<file path="src/design/ptla_pkg.sv">
`default_nettype none

package ptla_pkg;

  localparam int unsigned EV_W     = 24;
  localparam int unsigned POS_W    = 20;
  localparam int unsigned DIFF_W   = POS_W + 1;
  localparam int unsigned SQ_W     = 2 * DIFF_W;
  localparam int unsigned ROOT_W   = DIFF_W;
  localparam int unsigned SUM_W    = 24;
  localparam int unsigned IN_DATA_W  = 88;
  localparam int unsigned OUT_DATA_W = 96;

  localparam logic [SUM_W-1:0] SUM_MAX = {SUM_W{1'b1}};

  typedef enum logic [3:0] {
    ST_IDLE   = 4'b0001,
    ST_SQUARE = 4'b0010,
    ST_ROOT   = 4'b0100,
    ST_DONE   = 4'b1000
  } ptla_state_e;

endpackage

`default_nettype wire

</file>
<file path="src/design/ptla_sqacc.sv">
`default_nettype none

module ptla_sqacc
  import ptla_pkg::*;
(
  input  wire logic                     clk_i,
  input  wire logic                     rst_ni,
  input  wire logic                     start_i,
  input  wire logic signed [DIFF_W-1:0] dx_i,
  input  wire logic signed [DIFF_W-1:0] dy_i,
  input  wire logic signed [DIFF_W-1:0] dz_i,
  output logic                          done_o,
  output logic [SQ_W-1:0]               sum_o
);

  localparam logic [1:0] STEP_LAST = 2'd3;

  logic signed [DIFF_W-1:0] d0_q, d1_q, d2_q;
  logic signed [SQ_W-1:0]   sq_full;
  logic [SQ_W-3:0]          prod_q;
  logic [SQ_W-1:0]          acc_q;
  logic [1:0]               step_q;
  logic                     busy_q;
  logic                     done_q;

  // One shared multiplier squares the differences as they shift past it.
  assign sq_full = d0_q * d0_q;

  always_ff @(posedge clk_i) begin
    if (start_i) begin
      d0_q  <= dx_i;
      d1_q  <= dy_i;
      d2_q  <= dz_i;
      acc_q <= '0;
    end else if (busy_q) begin
      d0_q   <= d1_q;
      d1_q   <= d2_q;
      prod_q <= sq_full[SQ_W-3:0];
      if (step_q != 2'd0) begin
        acc_q <= acc_q + {2'b00, prod_q};
      end
    end
  end

  always_ff @(posedge clk_i or negedge rst_ni) begin
    if (!rst_ni) begin
      busy_q <= 1'b0;
      done_q <= 1'b0;
      step_q <= 2'd0;
    end else begin
      done_q <= busy_q && (step_q == STEP_LAST);
      if (start_i) begin
        busy_q <= 1'b1;
        step_q <= 2'd0;
      end else if (busy_q) begin
        step_q <= step_q + 2'd1;
        if (step_q == STEP_LAST) begin
          busy_q <= 1'b0;
        end
      end
    end
  end

  assign done_o = done_q;
  assign sum_o  = acc_q;

endmodule

`default_nettype wire

</file>
<file path="src/design/ptla_isqrt.sv">
`default_nettype none

module ptla_isqrt
  import ptla_pkg::*;
(
  input  wire logic              clk_i,
  input  wire logic              rst_ni,
  input  wire logic              start_i,
  input  wire logic [SQ_W-1:0]   radicand_i,
  output logic                   done_o,
  output logic [ROOT_W-1:0]      root_o
);

  localparam int unsigned REM_W = ROOT_W + 3;
  localparam int unsigned CNT_W = $clog2(ROOT_W);
  localparam logic [CNT_W-1:0] CNT_LAST = CNT_W'(ROOT_W - 1);

  logic [SQ_W-1:0]   rad_q;
  logic [REM_W-1:0]  rem_q;
  logic [ROOT_W-1:0] root_q;
  logic [CNT_W-1:0]  cnt_q;
  logic              busy_q;
  logic              done_q;

  logic [REM_W-1:0]  rem_sh;
  logic [REM_W-1:0]  trial;
  logic              fits;

  // Restoring square root: one result bit per cycle, two radicand bits consumed.
  assign rem_sh = {rem_q[REM_W-3:0], rad_q[SQ_W-1 -: 2]};
  assign trial  = {1'b0, root_q, 2'b01};
  assign fits   = rem_sh >= trial;

  always_ff @(posedge clk_i) begin
    if (start_i) begin
      rad_q  <= radicand_i;
      rem_q  <= '0;
      root_q <= '0;
    end else if (busy_q) begin
      rad_q  <= {rad_q[SQ_W-3:0], 2'b00};
      rem_q  <= fits ? (rem_sh - trial) : rem_sh;
      root_q <= {root_q[ROOT_W-2:0], fits};
    end
  end

  always_ff @(posedge clk_i or negedge rst_ni) begin
    if (!rst_ni) begin
      busy_q <= 1'b0;
      done_q <= 1'b0;
      cnt_q  <= '0;
    end else begin
      done_q <= busy_q && (cnt_q == CNT_LAST);
      if (start_i) begin
        busy_q <= 1'b1;
        cnt_q  <= '0;
      end else if (busy_q) begin
        cnt_q <= cnt_q + CNT_W'(1);
        if (cnt_q == CNT_LAST) begin
          busy_q <= 1'b0;
        end
      end
    end
  end

  assign done_o = done_q;
  assign root_o = root_q;

endmodule

`default_nettype wire

</file>
<file path="src/design/primary_track_length_accumulator_core.sv">
// A non-primary hit, and the first hit of a run, are accepted straight from idle; a later primary
// hit passes through the squares on the shared multiplier, the bit-serial root and a finish step.
// Each result is held in an output register; while that register holds an unaccepted result
// the block waits in its finish state.
// Reset (rst_ni low, asynchronous) returns the sequencer to idle and clears the started flag,
// all positions, the event number and the path sum to zero.
`default_nettype none

module primary_track_length_accumulator_core
  import ptla_pkg::*;
(
  input  wire logic                  clk_i,
  input  wire logic                  rst_ni,
  input  wire logic                  s_axis_tvalid_i,
  output logic                       s_axis_tready_o,
  // event_number[23:0], pos_x[43:24], pos_y[63:44], pos_z[83:64], zero pad[87:84]
  input  wire logic [IN_DATA_W-1:0]  s_axis_tdata_i,
  // is_primary[0]
  input  wire logic                  s_axis_tuser_i,
  output logic                       m_axis_tvalid_o,
  input  wire logic                  m_axis_tready_i,
  // done_event[23:0], depth_range[44:24], straight_length[65:45], path_length[89:66],
  // zero pad[95:90]
  output logic [OUT_DATA_W-1:0]      m_axis_tdata_o
);

  ptla_state_e state_q, state_d;

  logic                     started_q;
  logic [EV_W-1:0]          cur_ev_q;
  logic signed [POS_W-1:0]  first_x_q, first_y_q, first_z_q;
  logic signed [POS_W-1:0]  prev_x_q, prev_y_q, prev_z_q;
  logic [SUM_W-1:0]         path_sum_q;
  logic                     emit_q;
  logic [EV_W-1:0]          pend_ev_q;
  logic signed [DIFF_W-1:0] pend_dr_q;
  logic [SUM_W-1:0]         pend_path_q;
  logic                     m_valid_q;
  logic [OUT_DATA_W-1:0]    m_data_q;

  logic [EV_W-1:0]          in_ev;
  logic                     in_prim;
  logic signed [POS_W-1:0]  in_x, in_y, in_z;
  logic                     accept;
  logic                     first_item;
  logic                     new_event;
  logic                     start_sq;
  logic signed [POS_W-1:0]  a_x, a_y, a_z;
  logic signed [DIFF_W-1:0] dx, dy, dz;
  logic                     sq_done;
  logic [SQ_W-1:0]          sq_sum;
  logic                     rt_done;
  logic [ROOT_W-1:0]        root;
  logic                     out_free;
  logic                     load_out;
  logic [SUM_W:0]           sum_wide;

  assign in_ev   = s_axis_tdata_i[EV_W-1:0];
  assign in_x    = s_axis_tdata_i[EV_W +: POS_W];
  assign in_y    = s_axis_tdata_i[EV_W + POS_W +: POS_W];
  assign in_z    = s_axis_tdata_i[EV_W + 2*POS_W +: POS_W];
  assign in_prim = s_axis_tuser_i;

  assign s_axis_tready_o = (state_q == ST_IDLE);
  assign accept          = s_axis_tvalid_i && s_axis_tready_o;
  assign first_item      = !started_q;
  // The first hit seeds the event number, so it never closes an event.
  assign new_event       = !first_item && (in_ev != cur_ev_q);
  assign start_sq        = accept && in_prim && !first_item;

  // A new event measures first to previous; a step measures this hit to previous.
  assign a_x = new_event ? first_x_q : in_x;
  assign a_y = new_event ? first_y_q : in_y;
  assign a_z = new_event ? first_z_q : in_z;
  assign dx  = DIFF_W'(a_x) - DIFF_W'(prev_x_q);
  assign dy  = DIFF_W'(a_y) - DIFF_W'(prev_y_q);
  assign dz  = DIFF_W'(a_z) - DIFF_W'(prev_z_q);

  ptla_sqacc u_sqacc (
    .clk_i   (clk_i),
    .rst_ni  (rst_ni),
    .start_i (start_sq),
    .dx_i    (dx),
    .dy_i    (dy),
    .dz_i    (dz),
    .done_o  (sq_done),
    .sum_o   (sq_sum)
  );

  ptla_isqrt u_isqrt (
    .clk_i      (clk_i),
    .rst_ni     (rst_ni),
    .start_i    (sq_done),
    .radicand_i (sq_sum),
    .done_o     (rt_done),
    .root_o     (root)
  );

  assign out_free = !m_valid_q || m_axis_tready_i;
  assign load_out = (state_q == ST_DONE) && emit_q && out_free;
  assign sum_wide = {1'b0, path_sum_q} + (SUM_W + 1)'(root);

  always_comb begin
    state_d = state_q;
    case (state_q)
      ST_IDLE: begin
        if (start_sq) begin
          state_d = ST_SQUARE;
        end
      end
      ST_SQUARE: begin
        if (sq_done) begin
          state_d = ST_ROOT;
        end
      end
      ST_ROOT: begin
        if (rt_done) begin
          state_d = ST_DONE;
        end
      end
      ST_DONE: begin
        if (!emit_q || out_free) begin
          state_d = ST_IDLE;
        end
      end
      default: state_d = ST_IDLE;
    endcase
  end

  always_ff @(posedge clk_i or negedge rst_ni) begin
    if (!rst_ni) begin
      state_q    <= ST_IDLE;
      started_q  <= 1'b0;
      cur_ev_q   <= '0;
      first_x_q  <= '0;
      first_y_q  <= '0;
      first_z_q  <= '0;
      prev_x_q   <= '0;
      prev_y_q   <= '0;
      prev_z_q   <= '0;
      path_sum_q <= '0;
      emit_q     <= 1'b0;
      m_valid_q  <= 1'b0;
    end else begin
      state_q <= state_d;

      if (accept) begin
        if (first_item) begin
          started_q <= 1'b1;
          first_x_q <= in_x;
          first_y_q <= in_y;
          first_z_q <= in_z;
        end
        if (first_item || in_prim) begin
          cur_ev_q <= in_ev;
        end
        if (in_prim) begin
          prev_x_q <= in_x;
          prev_y_q <= in_y;
          prev_z_q <= in_z;
          emit_q   <= new_event;
          if (new_event) begin
            first_x_q  <= in_x;
            first_y_q  <= in_y;
            first_z_q  <= in_z;
            path_sum_q <= '0;
          end
        end
      end

      if ((state_q == ST_DONE) && !emit_q) begin
        path_sum_q <= sum_wide[SUM_W] ? SUM_MAX : sum_wide[SUM_W-1:0];
      end

      if (load_out) begin
        m_valid_q <= 1'b1;
      end else if (m_axis_tready_i) begin
        m_valid_q <= 1'b0;
      end
    end
  end

  // The closing event's figures are captured before the state moves to the new hit.
  always_ff @(posedge clk_i) begin
    if (accept && in_prim && new_event) begin
      pend_ev_q   <= cur_ev_q;
      pend_dr_q   <= DIFF_W'(prev_z_q) - DIFF_W'(first_z_q);
      pend_path_q <= path_sum_q;
    end
    if (load_out) begin
      m_data_q <= {(OUT_DATA_W - EV_W - DIFF_W - ROOT_W - SUM_W)'(0),
                   pend_path_q, root, pend_dr_q, pend_ev_q};
    end
  end

  assign m_axis_tvalid_o = m_valid_q;
  assign m_axis_tdata_o  = m_data_q;

  a_sq_done_in_square: assert property (@(posedge clk_i) disable iff (!rst_ni)
    sq_done |-> (state_q == ST_SQUARE))
    else $error("square unit finished outside the square phase");

  a_rt_done_in_root: assert property (@(posedge clk_i) disable iff (!rst_ni)
    rt_done |-> (state_q == ST_ROOT))
    else $error("root unit finished outside the root phase");

  a_path_monotonic: assert property (@(posedge clk_i) disable iff (!rst_ni)
    ((state_q == ST_DONE) && !emit_q) |=> (path_sum_q >= $past(path_sum_q)))
    else $error("path sum decreased on a step update");

  a_result_from_done: assert property (@(posedge clk_i) disable iff (!rst_ni)
    $rose(m_valid_q) |-> ($past(state_q) == ST_DONE))
    else $error("result presented without a finished event");

endmodule

`default_nettype wire

</file>
<file path="config.mk">
export PLATFORM = sky130hd
export DESIGN_NAME = primary_track_length_accumulator_core
export DESIGN_NICKNAME = d
export VERILOG_FILES = /design/src/design/ptla_pkg.sv /design/src/design/ptla_sqacc.sv /design/src/design/ptla_isqrt.sv /design/src/design/primary_track_length_accumulator_core.sv
export SDC_FILE = /design/constraint.sdc
export NUM_CORES = 2
export LEC_CHECK = 0
export ABC_CLOCK_PERIOD_IN_PS = 10000
export BUFFER_PORTS_ARGS = -buffer_cell sky130_fd_sc_hd__buf_2
export CAP_MARGIN = 10
export CORE_ASPECT_RATIO = 0.9
export CORE_UTILIZATION = 60
export CTS_CLUSTER_DIAMETER = 200
export CTS_CLUSTER_SIZE = 16
export DETAILED_ROUTE_END_ITERATION = 10
export HOLD_SLACK_MARGIN = 0.03
export PLACE_DENSITY_LB_ADDON = 0.15
export SLEW_MARGIN = 0
export SYNTH_ARGS = -nofsm -noshare
export SYNTH_HDL_FRONTEND = slang
export SYNTH_HIERARCHICAL = 1
export SYNTH_SLANG_ARGS = --single-unit
</file>
<file path="constraint.sdc">
create_clock -name clk_i -period 10 [get_ports clk_i]
set_input_delay 0.5 -clock clk_i [delete_from_list [all_inputs] [get_ports clk_i]]
set_output_delay 0.5 -clock clk_i [all_outputs]
set_load 0.1 [all_outputs]
</file>
# Yosys cells after proc, flatten, opt, wreduce, memory -nomap -nowiden
# Index checks and enable logic that the tools add are counted.
# op_classes
n_mux	41
n_mul	1
reduce_logical	29
n_eq_ne	11
add_sub_neg	9
bitwise_logic	1
order_cmp	1
# op_table
op	count
two-way mux 20 bit	12
two-way mux 24 bit	5
two-way mux 21 bit	4
two-way mux 42 bit	2
subtractor 20 x 20 -> 21 bit	4
adder 42 x 40 -> 42 bit	1
multiplier 21 x 21 -> 40 bit	1
adder 24 x 21 -> 25 bit	1
greater-or-equal comparator 24 x 23 -> 1 bit	1
inequality test 24 bit	1
two-way mux 22 bit	1
subtractor 22 bit	1
two-way mux 4 bit	4
case mux 4 bit (4 select lines)	1
nonzero test 2 bit	7
logical AND 1 bit	10
two-way mux 5 bit	2
two-way mux 1 bit	8
inequality test 2 x 1 -> 1 bit (second input constant)	4
AND reduction 2 bit	4
adder 5 x 1 -> 5 bit (second input constant)	1
== test 5 bit (second input constant)	1
== test 4 x 1 -> 1 bit (second input constant)	1
== test 4 x 2 -> 1 bit (second input constant)	1
other kinds (10)	15
# totals
reg_bits	575
word_cells	123

# Longest topological paths before layout
# logic_depth
ltp_word	6
ltp_mapped	28
ltp_nobuf	27

# Modules after synthesis
# The synthesis kept the hierarchy.
# modules_own_cells
mod	area_each_um2	cells_each	n_inst
ptla_sqacc	21458.1	2153	1
primary_track_length_accumulator_core	17264.1	1536	1
ptla_isqrt	5057.4	484	1

# Worst setup path after synthesis
# OpenSTA, ideal clock, no wires.
# synth_timing
kind	reg-to-reg
startpoint	register u_sqacc.d0_q[20]
endpoint	register u_sqacc.prod_q[39] (data pin)
path_slack_ns	2.488
setup_time_ns	0.266
arrival_time_ns	7.246
synth_period_minus_slack_ns	7.512
path_stages_with_launch	26
cell_sequence	edfxtp_1 inv_1 clkbuf_1 clkbuf_1 nor2_1 fa_1 fa_1 inv_1 fa_1 inv_1 fa_1 fa_1 fa_1 inv_1 fa_1 inv_1 ha_1 a21o_1 a21o_1 a21oi_1 o21ai_0 a21oi_1 o21ai_0 o21a_1 o41ai_1 xnor2_1
# synth_between
elab_chain_len	1
# synth_rtl
item	line_no	rtl
start: declaration	ptla_sqacc.sv:18	logic signed [DIFF_W-1:0] d0_q, d1_q, d2_q;
start signal: assignment	ptla_sqacc.sv:31	d0_q <= dx_i;
start signal: assignment	ptla_sqacc.sv:36	d0_q <= d1_q;
multiplier 21 x 21 -> 40 bit	ptla_sqacc.sv:27	assign sq_full = d0_q * d0_q;
named net u_sqacc.sq_full[39]	ptla_sqacc.sv:19	logic signed [SQ_W-1:0] sq_full;
end signal: assignment	ptla_sqacc.sv:38	prod_q <= sq_full[SQ_W-3:0];
end: declaration	ptla_sqacc.sv:20	logic [SQ_W-3:0] prod_q;
# The timed path passes the listed nets, and every way through them passes these cells.
# A chain may end at the register's enable or synchronous reset.

# Worst setup path in the final report
# layout_timing
startpoint	register u_sqacc.d0_q[4]
endpoint	register u_sqacc.prod_q[39] (data pin)
# The elaborated chain is that of the path after synthesis.

==> results.md <==
- The starting utilization of the core area is 60.9%.
- Setup repair after global routing left no endpoint under its margin.
- In the synthesized netlist the dominant register cell turns out to be edfxtp_1.
- Of all flip-flops after synthesis, the portion carrying an async set or reset was around 32%.
- The final layout contains 5096 nets.
- The cell row count is 93.
- At the end of the flow the core is filled with cells to 65.3%.
- The largest clock skew in the final design is 0.0226 ns.
- The maximum number of pins on one net before global-route repair is about 120.
- The startpoint of the worst register-to-register path is u_sqacc/d0_q[4].
- The number of global-route vias before repair is roughly 30000.
- The transition at the pin with the smallest max-transition slack is 1.19 ns.
- The leftover overflow at the end of global routing is 0.
- The final-report setup violation count is 0.
- The number of gates given a new drive strength after cts is 0.
- Across the run, the number of max-cap violations was 0.
- Yosys mapped the design onto 103 distinct sky130hd cell types.
- The tree built by TritonCTS fans out to 574 sinks.
- The endpoint identified for the worst register-to-register timing path is u_sqacc/prod_q[39].
- The max-slew violation count is 0.
- The largest fanout on the critical path is 13.
- The number of non-filler instances in the completed layout is between 5000 and 6000.
- The fraction of the yosys area taken by sequential cells is 35.3%.
- The worst setup timing slack at the placement stage is between 1.5 and 2 ns.
- The reg-to-reg setup timing slack is ~1.8 ns.
- The routed length per instance is 17.8 um.
- The warning count from the yosys run is 6.
- The CTS buffer count is slightly above 40.
- STA classifies the critical path endpoint as a register.
- In this run the remaining antenna-violating nets after routing total 0.
- The number of synthesized flops with an enable pin is 303.
- In the finished design, the share of the clock period the worst path needs comes to 81.5%.
- The met2 global-route usage is 43.1%.
- The clock latency at the later pin of the worst-skew pair is 0.58 ns.
- Timing would allow up to between 0.1 and 0.15 GHz.
- Synthesis produced a netlist whose cell count is 4173.
- The layout overhead on the synthesized area is 7.21%.
- The critical path required time is ~10 ns.
- The mean area per synthesized cell is 10.5 um2.
- The final critical delay including setup and external delays is 8.15 ns.
- TritonCTS built the clock tree.
- For this block, the routed nets add up to roughly 95 mm of wire.
- The number of hold-slack violations in the final timing report came to 0.
- The startpoint type of the worst setup path is a register.
- The path with the worst hold slack has its endpoint at prev_y_q[0].
- Counting the fill cells in the layout gives 5765.
- The post-synthesis sequential element count is ~570.
- The global routing met1 resource utilization is 36.1%.
- The worst path meets setup with between 1.5 and 2 ns of slack.
- The number of DRC markers after the initial detailed-route iteration is 1924.
- The quantity of hold-fixing buffers added after cts is 1.
- The area of the placeable core is 71900 um2.
- The clock root buffer master is clkbuf_16.
- In this run the most critical hold path is launched from s_axis_tdata_i[44].
- The total iterations of the first detailed-routing run is 6.
- Cells with a size suffix above 1 make up 12.1% of the layout.
- The die boundary width is around 290 um.
- The post-synthesis instance area is 43800 um2.
- Including well taps, the total number of placed cells is ~5200.
- The classification of the worst-slack hold path is in -> reg.
- The height of the die is around 260 um.
- The floorplan die area is between 70000 and 80000 um2.
- The number of top-level design ports is 191.
- The half-perimeter wire length after detailed placement is 71.3 mm.
- The number of port buffers is 180.
- Once the clock tree was built, the setup fixing pass inserted 0 buffers.
- Measured against its own limit, the worst slew margin works out to 20.8%.
- The initial antenna violation count is 19.
- The flow ran to the end, and the final reports show no timing, DRC or antenna violations.
- The DRC violation count after routing is 0.
- The routed layout has 29569 vias.
- For the worst setup path, the data arrival time is 8.47 ns.
- The worst hold path stage count is 3.
- The H-tree depth reported by CTS is 2.
- After routing, the total negative slack on setup checks comes to 0 ns.
- The clock-pin transition on the worst setup and hold timing paths is 0.08 ns.
- In the global route stage, met3 resource usage came out at 4.52%.
- The number of cells on the worst reg-to-reg path is 23.
- The buffer depth of the longest clock path is 3.
- In this run the worst setup path begins at u_sqacc/d0_q[4].
- Using the TritonRoute via totals, the vias-per-cell ratio works out to 5.58.
- The total routing usage reported by global routing is 26.0%.
- The most used routing layer is met2.
- The setup path with the least slack is of type reg -> reg.
- The final weighted congestion in routability-driven placement is 0.912.
- The first global-routing pass estimated roughly 150 mm of wire.
-- synth_stat cells (all sizes together) (85+ instances only) --
cell type	instances	area, um2
a21o	99	743
a21oi	209	1080
clkbuf	98	368
dfrtp	185	4630
dfxtp	85	1700
edfxtp	303	9100
fa	405	8110
ha	292	3650
inv	647	2430
mux2	188	2120
nand2	393	1480
nor2	200	753
o21ai	208	1060
xnor2	143	1250
-- cell type report --
| type | count | area [um2] | share of cell area, % |
|---|---|---|---|
| Multi-Input combinational cell | 2818 | 25400 | 54.1 |
| Sequential cell | 574 | 15500 | 32.9 |
| Inverter | 649 | 2440 | 5.19 |
| Timing Repair Buffer | 222 | 1230 | 2.62 |
| Clock buffer | 75 | 1210 | 2.57 |
| Tap cell | 950 | 1190 | 2.53 |
| Antenna cell | 11 | 27.5 | 0.0586 |
| Clock inverter | 1 | 8.76 | 0.0187 |
-- flip-flops by register name, summed over array words and instances, names as in the netlist, 20 cells and up --
| signal | count |
|---|---|
| u_sqacc/d1_q | 21 |
| first_z_q | 20 |
| pend_dr_q | 21 |
| prev_y_q | 20 |
| pend_path_q | 24 |
| first_x_q | 20 |
| prev_z_q | 20 |
| u_isqrt/rem_q | 22 |
| path_sum_q | 24 |
| m_axis_tdata_o | 90 |
| u_sqacc/sum_o | 42 |
| u_sqacc/d0_q | 21 |
| u_isqrt/root_o | 21 |
| u_sqacc/d2_q | 21 |
| u_sqacc/prod_q | 39 |
| first_y_q | 20 |
| u_isqrt/rad_q | 42 |
| cur_ev_q | 24 |
| pend_ev_q | 24 |
| prev_x_q | 20 |
-- worst max-delay path by stage --
| stage | endpoint | slack, ns |
|---|---|---|
| after floorplan | u_sqacc/prod_q[39] | 2.49 |
| after global placement | u_sqacc/prod_q[34] | 2.04 |
| after detailed placement | u_sqacc/prod_q[39] | 1.97 |
| after CTS | u_sqacc/prod_q[39] | 1.93 |
| after global routing | u_sqacc/prod_q[39] | 1.47 |
| final | u_sqacc/prod_q[39] | 1.85 |
-- worst max-delay path: stages, from the launching register on --
cell,delay (ns)
edfxtp_1,0.80
inv_1,0.35
nor2_1,0.28
fa_1,0.60
fa_1,0.61
inv_1,0.06
fa_1,0.71
inv_1,0.27
fa_1,0.51
fa_1,0.50
fa_1,0.49
inv_1,0.05
fa_1,0.52
inv_1,0.05
ha_1,0.35
a21o_1,0.21
a21o_1,0.17
a21oi_1,0.22
o21ai_0,0.14
a21oi_1,0.19
o21ai_0,0.16
o21a_1,0.23
o41ai_1,0.30
xnor2_1,0.11
-- metrics by stage --
stage	hold WS (ns)	area, um2
floorplan	0.204	43800
global placement	0.400	45700
detailed placement	0.405	45700
CTS	0.113	46900
global route	0.130	46900
finish	0.145	46900
-- placed cells by master (no fill, tap or decap), types with 13 or more instances in the layout --
cell / n
inv_1: 646
fa_1: 405
nand2_1: 392
edfxtp_1: 303
ha_1: 292
a21oi_1: 202
nor2_1: 197
o21ai_0: 194
mux2_2: 188
dfrtp_1: 183
buf_2: 179
xnor2_1: 143
a21o_1: 99
dfxtp_1: 85
and2_1: 72
xor2_1: 64
nand3_1: 45
nor2b_1: 44
clkbuf_16: 43
mux2i_1: 41
buf_4: 41
a211oi_1: 39
o21a_1: 32
clkbuf_1: 31
a31oi_1: 29
nor3_1: 28
nand2b_1: 26
and3_1: 21
nand4_1: 17
o211ai_1: 13
-- routing by layer --
layer / vias up / part of all wire [%]
li1: 14224 / -
met1: 14562 / 45
met2: 647 / 48
met3: 120 / 5.4
met4: 16 / 1.9
met5: - / 0.11
-- cells by family (layout without fill, tap and decap cells) --
family	Yosys count	after routing	share of synthesized area, %
multiplexers	229	229	5.77
flip-flops	574	574	35.3
adder cells (fa/ha/maj)	697	697	26.9
XOR/XNOR	207	207	4.14
AND/OR/NAND/NOR	930	930	10.1
other	1	17	0.00857
buffers and inverters	786	947	6.88
AO/OA/AOI/OAI	749	749	11.0
Power is left out: the tool's default activity adds up to more than one toggle a clock period on the data nets, which glitch-free logic cannot reach.
